### src/hdl/lcmtd_pkg.sv
// ----------------------------------------------------------------------------
// lcmtd_pkg
// Shared types and constants for the trial-division LCM block.
// ----------------------------------------------------------------------------
`default_nettype none

package lcmtd_pkg;

  localparam int unsigned MULT_WIDTH = 32;
  localparam int unsigned CAND_START = 2;

  typedef enum logic [2:0] {
    ST_IDLE,
    ST_CHECK,
    ST_WAIT_A,
    ST_WAIT_B,
    ST_DECIDE,
    ST_DONE
  } lcmtd_state_t;

endpackage

`default_nettype wire

### src/hdl/lcmtd_divider.sv
// ----------------------------------------------------------------------------
// lcmtd_divider
// Shared restoring divider that produces one quotient bit per cycle.
// ----------------------------------------------------------------------------
`default_nettype none

module lcmtd_divider
  import lcmtd_pkg::*;
#(
  parameter int unsigned OPERAND_WIDTH = 16
) (
  input  wire logic                     clk,
  input  wire logic                     rst,
  input  wire logic                     start,
  input  wire logic [OPERAND_WIDTH-1:0] dividend,
  input  wire logic [OPERAND_WIDTH-1:0] divisor,
  output logic                          done,
  output logic [OPERAND_WIDTH-1:0]      quotient,
  output logic [OPERAND_WIDTH-1:0]      remainder
);

  localparam int unsigned CNT_WIDTH = (OPERAND_WIDTH > 2) ? $clog2(OPERAND_WIDTH) : 1;

  logic                     busy;
  logic [CNT_WIDTH-1:0]     count;
  logic [OPERAND_WIDTH-1:0] dvs;
  logic [OPERAND_WIDTH:0]   rem_shift;
  logic [OPERAND_WIDTH:0]   rem_diff;
  logic                     fits;

  assign rem_shift = {remainder, quotient[OPERAND_WIDTH-1]};
  assign rem_diff  = rem_shift - {1'b0, dvs};
  assign fits      = !rem_diff[OPERAND_WIDTH];

  always_ff @(posedge clk) begin
    if (rst) begin
      busy  <= 1'b0;
      done  <= 1'b0;
      count <= '0;
    end else begin
      done <= 1'b0;
      if (start) begin
        busy  <= 1'b1;
        count <= '0;
      end else if (busy) begin
        count <= count + 1'b1;
        if (count == CNT_WIDTH'(OPERAND_WIDTH - 1)) begin
          busy <= 1'b0;
          done <= 1'b1;
        end
      end
    end
  end

  always_ff @(posedge clk) begin
    if (start) begin
      remainder <= '0;
      quotient  <= dividend;
      dvs       <= divisor;
    end else if (busy) begin
      remainder <= fits ? rem_diff[OPERAND_WIDTH-1:0] : rem_shift[OPERAND_WIDTH-1:0];
      quotient  <= {quotient[OPERAND_WIDTH-2:0], fits};
    end
  end

endmodule

`default_nettype wire

### src/hdl/lcm_trial_division.sv
// ----------------------------------------------------------------------------
// lcm_trial_division
// Least common multiple of two unsigned operands by trial division.
// ----------------------------------------------------------------------------
// The block takes one transaction at a time and returns one result for it.
// A candidate divisor starts at two; each candidate costs two passes through
// one shared restoring divider, one pass per operand, plus sequencing through
// the check and decide states. The candidate climbs to the largest prime
// factor of either operand. A zero operand goes straight from idle to the
// done state with the invalid flag set and a zero multiple. Results wrap
// modulo 2^32 when the operands are wider than 16 bits.
`default_nettype none

module lcm_trial_division
  import lcmtd_pkg::*;
#(
  parameter int unsigned OPERAND_WIDTH = 16
) (
  input  wire logic                                   clk,
  input  wire logic                                   rst,
  input  wire logic                                   s_tvalid,
  output logic                                        s_tready,
  // Fields from bit 0 up: first_value, second_value, zero fill.
  input  wire logic [((2*OPERAND_WIDTH+7)/8)*8-1:0]   s_tdata,
  output logic                                        m_tvalid,
  input  wire logic                                   m_tready,
  // Fields from bit 0 up: multiple.
  output logic [MULT_WIDTH-1:0]                       m_tdata,
  // Fields from bit 0 up: invalid.
  output logic                                        m_tuser
);

  lcmtd_state_t state, state_next;

  logic [OPERAND_WIDTH-1:0]            val_a;
  logic [OPERAND_WIDTH-1:0]            val_b;
  logic [OPERAND_WIDTH-1:0]            cand;
  logic [MULT_WIDTH-1:0]               mult;
  logic                                inv;
  logic [OPERAND_WIDTH-1:0]            quo_a;
  logic                                hit_a;
  logic                                hit_b;
  logic                                div_start;
  logic                                div_done;
  logic [OPERAND_WIDTH-1:0]            div_dividend;
  logic [OPERAND_WIDTH-1:0]            div_quo;
  logic [OPERAND_WIDTH-1:0]            div_rem;
  logic [MULT_WIDTH+OPERAND_WIDTH-1:0] prod;
  logic [OPERAND_WIDTH-1:0]            in_a;
  logic [OPERAND_WIDTH-1:0]            in_b;
  logic                                out_free;

  assign in_a     = s_tdata[OPERAND_WIDTH-1:0];
  assign in_b     = s_tdata[2*OPERAND_WIDTH-1:OPERAND_WIDTH];
  assign s_tready = (state == ST_IDLE);
  assign out_free = !m_tvalid || m_tready;
  assign hit_b    = (div_rem == '0);
  assign prod     = {{OPERAND_WIDTH{1'b0}}, mult} * {{MULT_WIDTH{1'b0}}, cand};
  assign div_dividend = (state == ST_WAIT_A) ? val_b : val_a;

  lcmtd_divider #(
    .OPERAND_WIDTH(OPERAND_WIDTH)
  ) u_divider (
    .clk      (clk),
    .rst      (rst),
    .start    (div_start),
    .dividend (div_dividend),
    .divisor  (cand),
    .done     (div_done),
    .quotient (div_quo),
    .remainder(div_rem)
  );

  always_ff @(posedge clk) begin
    if (rst) begin
      state <= ST_IDLE;
    end else begin
      state <= state_next;
    end
  end

  always_comb begin
    state_next = state;
    div_start  = 1'b0;
    unique case (state)
      ST_IDLE: begin
        if (s_tvalid) begin
          state_next = (in_a == '0 || in_b == '0) ? ST_DONE : ST_CHECK;
        end
      end
      ST_CHECK: begin
        if (val_a == OPERAND_WIDTH'(1) && val_b == OPERAND_WIDTH'(1)) begin
          state_next = ST_DONE;
        end else begin
          div_start  = 1'b1;
          state_next = ST_WAIT_A;
        end
      end
      ST_WAIT_A: begin
        if (div_done) begin
          div_start  = 1'b1;
          state_next = ST_WAIT_B;
        end
      end
      ST_WAIT_B: begin
        if (div_done) begin
          state_next = ST_DECIDE;
        end
      end
      ST_DECIDE: begin
        state_next = ST_CHECK;
      end
      ST_DONE: begin
        if (out_free) begin
          state_next = ST_IDLE;
        end
      end
      default: begin
        state_next = ST_IDLE;
      end
    endcase
  end

  always_ff @(posedge clk) begin
    unique case (state)
      ST_IDLE: begin
        val_a <= in_a;
        val_b <= in_b;
        cand  <= OPERAND_WIDTH'(CAND_START);
        inv   <= (in_a == '0 || in_b == '0);
        mult  <= (in_a == '0 || in_b == '0) ? '0 : MULT_WIDTH'(1);
      end
      ST_WAIT_A: begin
        if (div_done) begin
          quo_a <= div_quo;
          hit_a <= (div_rem == '0);
        end
      end
      ST_DECIDE: begin
        if (hit_a || hit_b) begin
          if (hit_a) begin
            val_a <= quo_a;
          end
          if (hit_b) begin
            val_b <= div_quo;
          end
          mult <= prod[MULT_WIDTH-1:0];
        end else begin
          cand <= cand + 1'b1;
        end
      end
      default: begin
      end
    endcase
  end

  always_ff @(posedge clk) begin
    if (rst) begin
      m_tvalid <= 1'b0;
    end else if (state == ST_DONE && out_free) begin
      m_tvalid <= 1'b1;
    end else if (m_tready) begin
      m_tvalid <= 1'b0;
    end
  end

  always_ff @(posedge clk) begin
    if (state == ST_DONE && out_free) begin
      m_tdata <= mult;
      m_tuser <= inv;
    end
  end

endmodule

`default_nettype wire

### config.mk
export PLATFORM = sky130hd
export DESIGN_NAME = lcm_trial_division
export DESIGN_NICKNAME = d
export VERILOG_FILES = /design/src/hdl/lcmtd_pkg.sv /design/src/hdl/lcmtd_divider.sv /design/src/hdl/lcm_trial_division.sv
export SDC_FILE = /design/constraint.sdc
export NUM_CORES = 1
export LEC_CHECK = 0
export BUFFER_PORTS_ARGS = -buffer_cell sky130_fd_sc_hd__buf_2
export CORE_ASPECT_RATIO = 1.4
export CORE_UTILIZATION = 40
export CTS_CLUSTER_DIAMETER = 200
export DETAILED_ROUTE_END_ITERATION = 8
export PLACE_DENSITY_LB_ADDON = 0.2
export SETUP_SLACK_MARGIN = 0.15
export SYNTH_ARGS = -nofsm -noshare
export SYNTH_HDL_FRONTEND = slang
export SYNTH_SLANG_ARGS = --single-unit
### constraint.sdc
create_clock -name clk -period 8.8 [get_ports clk]
set_clock_uncertainty 0.2 [all_clocks]
set_input_delay 2.2 -clock clk [delete_from_list [all_inputs] [get_ports clk]]
set_output_delay 2.2 -clock clk [all_outputs]
set_load 0.005 [all_outputs]
Yosys cells after proc, flatten, opt, wreduce, memory -nomap -nowiden
Cells that the tools add are included.
Widths: inputs -> output; s select.
- flip-flop bits (word level): 189
- word-level logic and storage cells: 91
- output and inout port bits: 35
- bits of input ports: 36
- $mul: 1
- bitwise operators: 1
- muxes and demuxes: 31
- reductions and logical operators: 22
- $add $sub $neg: 3
- equality and inequality tests: 16
- operator list (kind ; number):
    $mux 16 ; 9
    $pmux 16 s2 ; 3
    $pmux 32 s2 ; 1
    $logic_not 16->1 ; 3
    $eq 16x1->1 const B ; 2
    $mul 32x16->32 ; 1
    $mux 32 ; 1
    $mux 3 ; 6
    $pmux 3 s6 ; 1
    $sub 17x16->17 ; 1
    $add 16x1->16 const B ; 1
    $ne 2x2->1 const B ; 6
    $mux 1 ; 9
    $eq 3x2->1 const B ; 2
    $eq 3x3->1 const B ; 2
    $reduce_and 2->1 ; 3
    $reduce_and 3->1 ; 2
    $reduce_bool 2->1 ; 3
    $add 4x1->4 const B ; 1
    $eq 4x4->1 const B ; 1
    $ne 2x1->1 const B ; 2
    $reduce_and 4->1 ; 1
    $eq 3x1->1 const B ; 1
    $logic_not 3->1 ; 1
    7 further kinds ; 11

Longest topological paths before layout
Gate-level depths: netlist (run 1).
- depth in word-level cells: 5
- depth in mapped cells: 25

Cells and area by module
From an unflattened synthesis (run 1), not the netlist that was laid out.
- cells, all modules: 2032
- area total of the unflattened synthesis: 19937.9 um^2
- modules (own cells, without submodules) (module ; sequential area each (um^2) ; area each (um^2) ; instances ; cells an instance):
    lcm_trial_division ; 4013.8 ; 16940.0 ; 1 ; 1753
    lcmtd_divider ; 1401.3 ; 2997.9 ; 1 ; 279

Worst setup path after synthesis (run 1)
Ideal clock, no wire load.
- path kind: register -> register
- start: register cand[2]
- end: register mult[30], data pin
- period minus slack after synthesis: 6504 ps
- cell stages (with the launch flop): 21
- path slack: 2296 ps
- data arrival time: 6036 ps
- setup time: 268 ps
- cells stage by stage: edfxtp_1 -> clkbuf_1 -> clkbuf_1 -> nand2_1 -> fa_1 -> fa_1 -> fa_1 -> fa_1 -> inv_1 -> fa_1 -> fa_1 -> ha_1 -> a21o_1 -> a21o_1 -> a211o_1 -> a2111o_1 -> nand4_1 -> a21oi_1 -> o31a_1 -> nor3_1 -> nor3b_2
- cells in the longest elaborated chain, start to end: 3
- ends and longest elaborated chain (what ; line ; source):
    from (decl) ; lcm_trial_division.sv:37 ; logic [OPERAND_WIDTH-1:0] cand;
    from (signal assigned) ; lcm_trial_division.sv:129 ; cand <= OPERAND_WIDTH'(CAND_START);
    from (signal assigned) ; lcm_trial_division.sv:149 ; cand <= cand + 1'b1;
    $mul 32x16->32 ; lcm_trial_division.sv:58 ; assign prod = {{OPERAND_WIDTH{1'b0}}, mult} * {{MULT_WIDTH{1'b0}}, cand};
    $mux 32 ; lcm_trial_division.sv:140 ; if (hit_a || hit_b) begin
    $pmux 32 s2 ; lcm_trial_division.sv:125 ; unique case (state)
    to (signal assigned) ; lcm_trial_division.sv:131 ; mult <= (in_a == '0 || in_b == '0) ? '0 : MULT_WIDTH'(1);
    to (signal assigned) ; lcm_trial_division.sv:147 ; mult <= prod[MULT_WIDTH-1:0];
    to (decl) ; lcm_trial_division.sv:38 ; logic [MULT_WIDTH-1:0] mult;
No other way between the ends. The select of a mux whose other input is x is not followed.
A chain may end at the register's enable or synchronous reset.

Worst setup path in the final report (run 1)
- start: register mult[7]
- end: register mult[31], data pin
- cells in the longest elaborated chain, start to end: 3
- ends and longest elaborated chain (what ; line):
    $mul 32x16->32 ; lcm_trial_division.sv:58
    $mux 32 ; lcm_trial_division.sv:140
    $pmux 32 s2 ; lcm_trial_division.sv:125
No other way between the ends. The select of a mux whose other input is x is not followed.

==> flow_summary.yaml, run 1 <==
global_route:
  antenna_found_initial: 1
  grt_usage_pct: 21.66
  grt_max_degree: 53
  grt_pass1_wl_microns: 82980
  overflow: 0
  first_global_vias: 15126
floorplan:
  fp.dieH_microns: 264.6
  die_x_microns: 189.5
  coreArea_sq_mm: 0.04826
  rows: 95
  die_area_sq_mm: 0.05014
  initial_core_util_pct: 40.81
  top_level_ports: 71
timing:
  final-setup-viol-count: 0
  timing.final.hold_violations: 0
  worst_slack_ps: 1722
  worst_slew_pin_slew_ps: 1153
  rsz0062_at_grt: "false"
  finalCritPeriodShare_pct: 80.43
  setup_tns_ps: 0
  period_needed_ps: 7078
  report.final.slew_viol_count: 0
  slew_headroom_pct: 22.61
  max_freq_ghz: 0.1413
place:
  place.detailed.hpwl_microns: 39150
  io_buffers: 70
  gp_congestion: 0.8553
  dp_slack_ps: 1685
setup_path:
  path_max_fanout: 17
  critPathKind: "flop to flop"
  cp_top_family: "adder cells"
  critical_path.startpoint_type: "flop"
  path_buf_inv: 2
  crit_path_top_delay_cell: "edfxtp_1"
  critPathRequiredTime_ps: 8810
  arrival_ps: 7080
  critPathMaxStageDelay_ps: 670
  cp-end-kind: "flop"
  crit_path_cell_trace: "and2_1, fa_1, inv_1, fa_1, fa_1, fa_1, inv_1, fa_1, fa_1, ha_1, a21o_1, a21o_1, a21oi_1, o21ai_1, a31o_2, a211oi_1, o211ai_1, a21oi_1, nor3b_1"
  cpMostUsedCell: "fa_1"
clocking:
  clockBufferDepth: 2
  cts_setup_buffers: 0
  clock-sinks: 189
  clk_pin_slew_ps: 80
  cts_hold_buf: 0
  clk_latency_ps: 470
  cts_resized: 0
  htree_levels: 4
  cts_buffers: 17
  cts_tree: "yes"
  cts-root-buf: "clkbuf_16"
routing:
  drc: 0
  avgViaCountPerCell: 5.164
  vias: 13923
  avgRoutedWirePerCell_microns: 18.99
  postRouteWirelength_microns: 51200
  ant_nets: 0
  first_pass_iters: 4
  first_iter_violations: 715
yosys:
  synth-edff-count: 163
  ys_seq_elements: 189
  async_reset_ff_share_pct: 0
  ys_dominant_reg_cell: "edfxtp_1"
  avgSynthCellArea_sq_um: 9.631
  synth_cells: 2045
  yosysWarnings: 0
  yosysSeqAreaShare_pct: 27.50
  synth_cell_types: 55
  syn_area_sq_mm: 0.01970
  synth_fp_nets: 2469
hold_path:
  hold_class: "flop to flop"
layout:
  post-route-util_pct: 44.00
  fillers: 4733
  syn2layout_area_growth_pct: 7.801
  mostFrequentLayoutCells: "nand2_1, inv_1, fa_1"
  layout_commonest_cell: "nand2_1"
  drive_above_1_share_pct: 6.534
  num-nets-final: 2477
  antennaDiodeCount: 0
run:
  drv_cap: 0
run_status:
  outcome: "finished clean"
worst reg2reg max path: stages, from the launching register on:
cell      delay [ps]
edfxtp_1         670
and2_1           310
fa_1             540
inv_1             50
fa_1             450
fa_1             510
fa_1             550
inv_1             50
fa_1             500
fa_1             420
ha_1             360
a21o_1           220
a21o_1           190
a21oi_1          410
o21ai_1          260
a31o_2           350
a211oi_1         370
o211ai_1         170
a21oi_1          160
nor3b_1           70
kinds of logic after synthesis:
family	Yosys count	share of synthesized area (%)
simple gates	752	18.10
mux	17	0.8640
fa+ha+maj	388	36.27
buf+inv	449	8.583
xor+xnor	76	3.380
compound gates	174	5.305
flops	189	27.50
sequential cells by signal, indices dropped and copies added, names as in the netlist, 3 cells and up:
register / flops
u_divider.remainder: 16
u_divider.dvs: 16
m_tdata: 32
u_divider.quotient: 16
val_a: 16
cand: 16
state: 3
val_b: 16
u_divider.count: 4
quo_a: 16
mult: 32
layer usage:
layer | vias to the layer above | share of wire, % | routed length [microns] | GRT usage, %
met4 | 2 | 2.6 | 1310 | 7.127
met2 | 322 | 53 | 27340 | 39.55
met1 | 7131 | 40 | 20310 | 25.85
li1 | 6398 | - | - | -
met3 | 70 | 4.3 | 2226 | 3.085
met5 | - | 0.020 | 10 | 0
final timing paths:
kind / slack, ps / end / cells after the start / start
max reg2reg: 1720 / mult[31] / 19 / mult[7]
max: 1720 / mult[31] / 19 / mult[7]
min: 220 / m_tuser / 0 / inv
min reg2reg: 220 / m_tuser / 0 / inv
cell usage after synthesis (all sizes together) (2+ instances only):
library cell,n,area share [%]
inv,347,6.6
a21o,14,0.53
a31oi,10,0.32
nand2,390,7.4
nor2b,7,0.22
buf,9,0.20
o21bai,6,0.23
nand4,9,0.29
dfxtp,26,2.6
nor3b,4,0.18
ha,83,5.3
and4,2,0.089
o21ai,64,1.6
nor2,62,1.2
o31a,2,0.089
o211ai,2,0.076
nor4b,4,0.18
xor2,32,1.4
a31o,2,0.089
clkbuf,93,1.8
or3,11,0.35
xnor2,44,2.0
edfxtp,163,25
o2111ai,3,0.13
o21a,7,0.27
fa,305,31
nor4,20,0.64
and2,151,4.8
a21oi,49,1.2
a2111o,2,0.11
nand2b,17,0.54
and3,11,0.37
nand3,18,0.46
nor3,41,1.2
mux2i,17,0.86
a211oi,5,0.22
a211o,2,0.089
stage by stage:
step / instance area [sq um] / cells / hold WS (ps)
final: 21230 / 2696 / 223.1
after global routing: 21230 / 2696 / 247.2
after CTS: 21230 / 2696 / 224.4
after detailed placement: 20630 / 2664 / 205.6
after global placement: 20630 / 2664 / 210.8
after floorplan: 19700 / 2045 / 200.3
final cells by class:
| cell class | instances | area (sq um) | area share [%] |
|---|---|---|---|
| multi-input cells | 1407 | 12610 | 59.40 |
| flip-flops and latches | 189 | 5415 | 25.51 |
| well taps | 630 | 788.3 | 3.713 |
| inverters | 347 | 1303 | 6.135 |
| repair buffers | 91 | 508.0 | 2.393 |
| clock buffers | 18 | 429.2 | 2.021 |
| clock inverters | 14 | 176.4 | 0.8309 |
Power of run 1 is not shown: default switching activity piles up to over one toggle a cycle in this logic, so the estimate is an artifact.
==> run 2: changes to the inputs <==
--- a/config.mk
+++ b/config.mk
@@ -5,6 +5,7 @@
 export SDC_FILE = /design/constraint.sdc
 export NUM_CORES = 1
 export LEC_CHECK = 0
+export ABC_AREA = 1
 export BUFFER_PORTS_ARGS = -buffer_cell sky130_fd_sc_hd__buf_2
 export CORE_ASPECT_RATIO = 1.4
 export CORE_UTILIZATION = 40
==> constraint.sdc (replaced) <==
create_clock -name clk -period 6.4 [get_ports clk]
set_clock_uncertainty 0.2 [all_clocks]
set_input_delay 1.6 -clock clk [delete_from_list [all_inputs] [get_ports clk]]
set_output_delay 1.6 -clock clk [all_outputs]
set_load 0.005 [all_outputs]
==> run 2 against run 1 <==
Compared with the run above:
- hold slack about the same
- utilization rose by 1.5 points
- critical path depth grew 1
- the run now ends with DRC left
==> flow_summary.yaml, run 2 <==
timing:
  slew_headroom_pct: 38.83
  hold-worst-slack_ps: 223.3
  timing.final.hold_violations: 0
  report.final.slew_viol_count: 0
  period_needed_ps: 6044
  finalCritPeriodShare_pct: 94.45
  worst_slew_pin_slew_ps: 914.2
  max_freq_ghz: 0.1654
  final-setup-viol-count: 0
  setup_tns_ps: 0
  rsz0062_at_grt: "true"
place:
  placedInstanceArea_sq_mm: 0.02207
  gp_congestion: 0.9251
  io_buffers: 70
  place.detailed.hpwl_microns: 45040
  dp_cells: 3162
layout:
  multi_input_area_sq_mm: 0.01247
  antennaDiodeCount: 0
  top_regs: "m_tdata (32), mult (32)"
  syn2layout_area_growth_pct: 12.29
  mostFrequentLayoutCells: "nand2_1, inv_1, fa_1"
  seq_area_sq_mm: 0.005415
  layout.cells.non_filler: 3234
  num-nets-final: 2995
  fillers: 5068
  drive_above_1_share_pct: 10.41
  final_area_sq_mm: 0.02322
  layout_commonest_cell: "nand2_1"
setup_path:
  arrival_ps: 6160
  cp_top_family: "adder cells"
  crit_path_top_delay_cell: "fa_1"
  r2r-start: "mult[17]"
  path_buf_inv: 5
  critPathRequiredTime_ps: 6510
  ff2ff_path_depth: 20
  cpMostUsedCell: "fa_1"
  critPathKind: "flop to flop"
  startpoint: "mult[17]"
  crit_path_cell_trace: "buf_12, nand2_1, inv_1, fa_1, inv_1, fa_1, fa_1, fa_1, fa_1, fa_1, inv_1, ha_1, nand4_1, nor3_1, buf_4, nand4_1, nand3_2, a21o_1, o21ai_0, a21oi_1"
  cp-end-kind: "flop"
  critical_path.startpoint_type: "flop"
  path_max_fanout: 9
  reg2reg_slack_ps: 360
  rr_endpoint: "mult[24]"
  cp.depth: 20
  critPathMaxStageDelay_ps: 620
  crit_path_end: "mult[24]"
yosys:
  yosysSeqAreaShare_pct: 26.19
  synth_top_cell_by_area: "fa_1"
  ys_dominant_reg_cell: "edfxtp_1"
  synth_common_cells: "nand2_1, inv_1, fa_1"
  synth_cell_types: 50
  avgSynthCellArea_sq_um: 8.344
  syn_area_sq_mm: 0.02068
  yosysWarnings: 0
  synth_top_cell_area_share_pct: 29.53
  synth_area_leaders: "fa_1, edfxtp_1, nand2_1, inv_1, ha_1"
  synth-edff-count: 163
  synth.most_common_cell: "nand2_1"
  synth_fp_nets: 2902
  async_reset_ff_share_pct: 0
  synth_cells: 2478
  ys_seq_elements: 189
clocking:
  cts_buffers: 17
  cts-root-buf: "clkbuf_16"
  clk_pin_slew_ps: 90
  clk_latency_ps: 480
  cts_tree: "yes"
  htree_levels: 4
  clock-sinks: 189
  clockBufferDepth: 2
run_status:
  violations: "DRC"
  outcome: "finished with violations"
global_route:
  grt_usage_pct: 22.92
  antenna_found_initial: 0
  overflow: 0
  grt_pass1_wl_microns: 92610
  grt_max_degree: 68
  first_global_vias: 17134
floorplan:
  coreArea_sq_mm: 0.05101
  fp.dieH_microns: 271.0
  die_x_microns: 194.2
  top_level_ports: 71
  rows: 98
  die_area_sq_mm: 0.05262
  initial_core_util_pct: 40.54
hold_path:
  hold_class: "flop to flop"
routing:
  avgRoutedWirePerCell_microns: 17.96
  avgViaCountPerCell: 5.007
  first_iter_violations: 809
  first_pass_iters: 7
  ant_nets: 0
  vias: 16192
  postRouteWirelength_microns: 58090
  drc: 1
run:
  drv_cap: 0
## run 2: cell count changes after synthesis, sizes merged, moves of 26 or more
| cell | before | now |
|---|---|---|
| and2 | 151 | 0 |
| nor3 | 41 | 15 |
| inv | 347 | 629 |
| a21oi | 49 | 89 |
| nand3 | 18 | 73 |
| buf | 9 | 41 |
| xnor2 | 44 | 9 |
| nand2 | 390 | 666 |
| o21ai | 64 | 99 |
| nor2 | 62 | 102 |
## run 2: what timing repair did
| item | 4_1_cts | 5_1_grt |
|---|---|---|
| gates resized for setup | 0 | 18 |
| pin swaps | 0 | 1 |
| endpoints found under the setup margin | 9 | 17 |
| hold endpoints to repair | 0 | 0 |
| buffers inserted | 17 | 23 |
| hold buffers | 0 | 0 |
## run 2: how the worst min path moves through the flow
stage	to	depth (start not counted)	startpoint
after floorplan	m_tuser	0	inv
after global placement	m_tuser	0	inv
after detailed placement	m_tuser	0	inv
after CTS	m_tuser	0	inv
after global routing	m_tuser	0	inv
final	m_tuser	0	inv
## run 2: final cells by class
cell class | instances | share of cell area (%)
Tap cell | 650 | 3.503
Timing Repair Buffer | 186 | 6.477
Multi-Input combinational cell | 1548 | 53.71
Inverter | 629 | 10.17
Sequential cell | 189 | 23.32
Clock buffer | 17 | 1.832
Clock inverter | 15 | 0.9862
## run 2: logic make-up (layout without fill, tap and decap cells)
logic type | Yosys count | count (layout) | synth area share (%)
buffers and inverters | 741 | 847 | 13.77
AOI/OAI and AO/OA | 237 | 237 | 6.590
adders and majority gates | 388 | 388 | 34.55
and+or+nand+nor | 904 | 904 | 18.10
DFF | 189 | 189 | 26.19
xor gates and xnor gates | 19 | 19 | 0.8048
## run 2: metrics by stage
stage | setup WS, ps | util, %
2_1_floorplan | 512.2 | -
3_3_place_gp | -63.21 | 43.26
3_5_place_dp | -84.73 | 43.26
4_1_cts | 168.3 | 44.94
5_1_grt | 90.73 | 45.52
6_report | 355.5 | 45.52
## run 2: per-layer routing
| metal | vias up | share of wire (%) | track usage, % |
|---|---|---|---|
| li1 | 7625 | - | - |
| met1 | 8136 | 38 | 24.88 |
| met2 | 320 | 55 | 43.71 |
| met3 | 111 | 2.5 | 2.381 |
| met4 | 0 | 5.0 | 11.57 |
| met5 | - | 0 | 0 |
Power of run 2 is left out for the same reason.
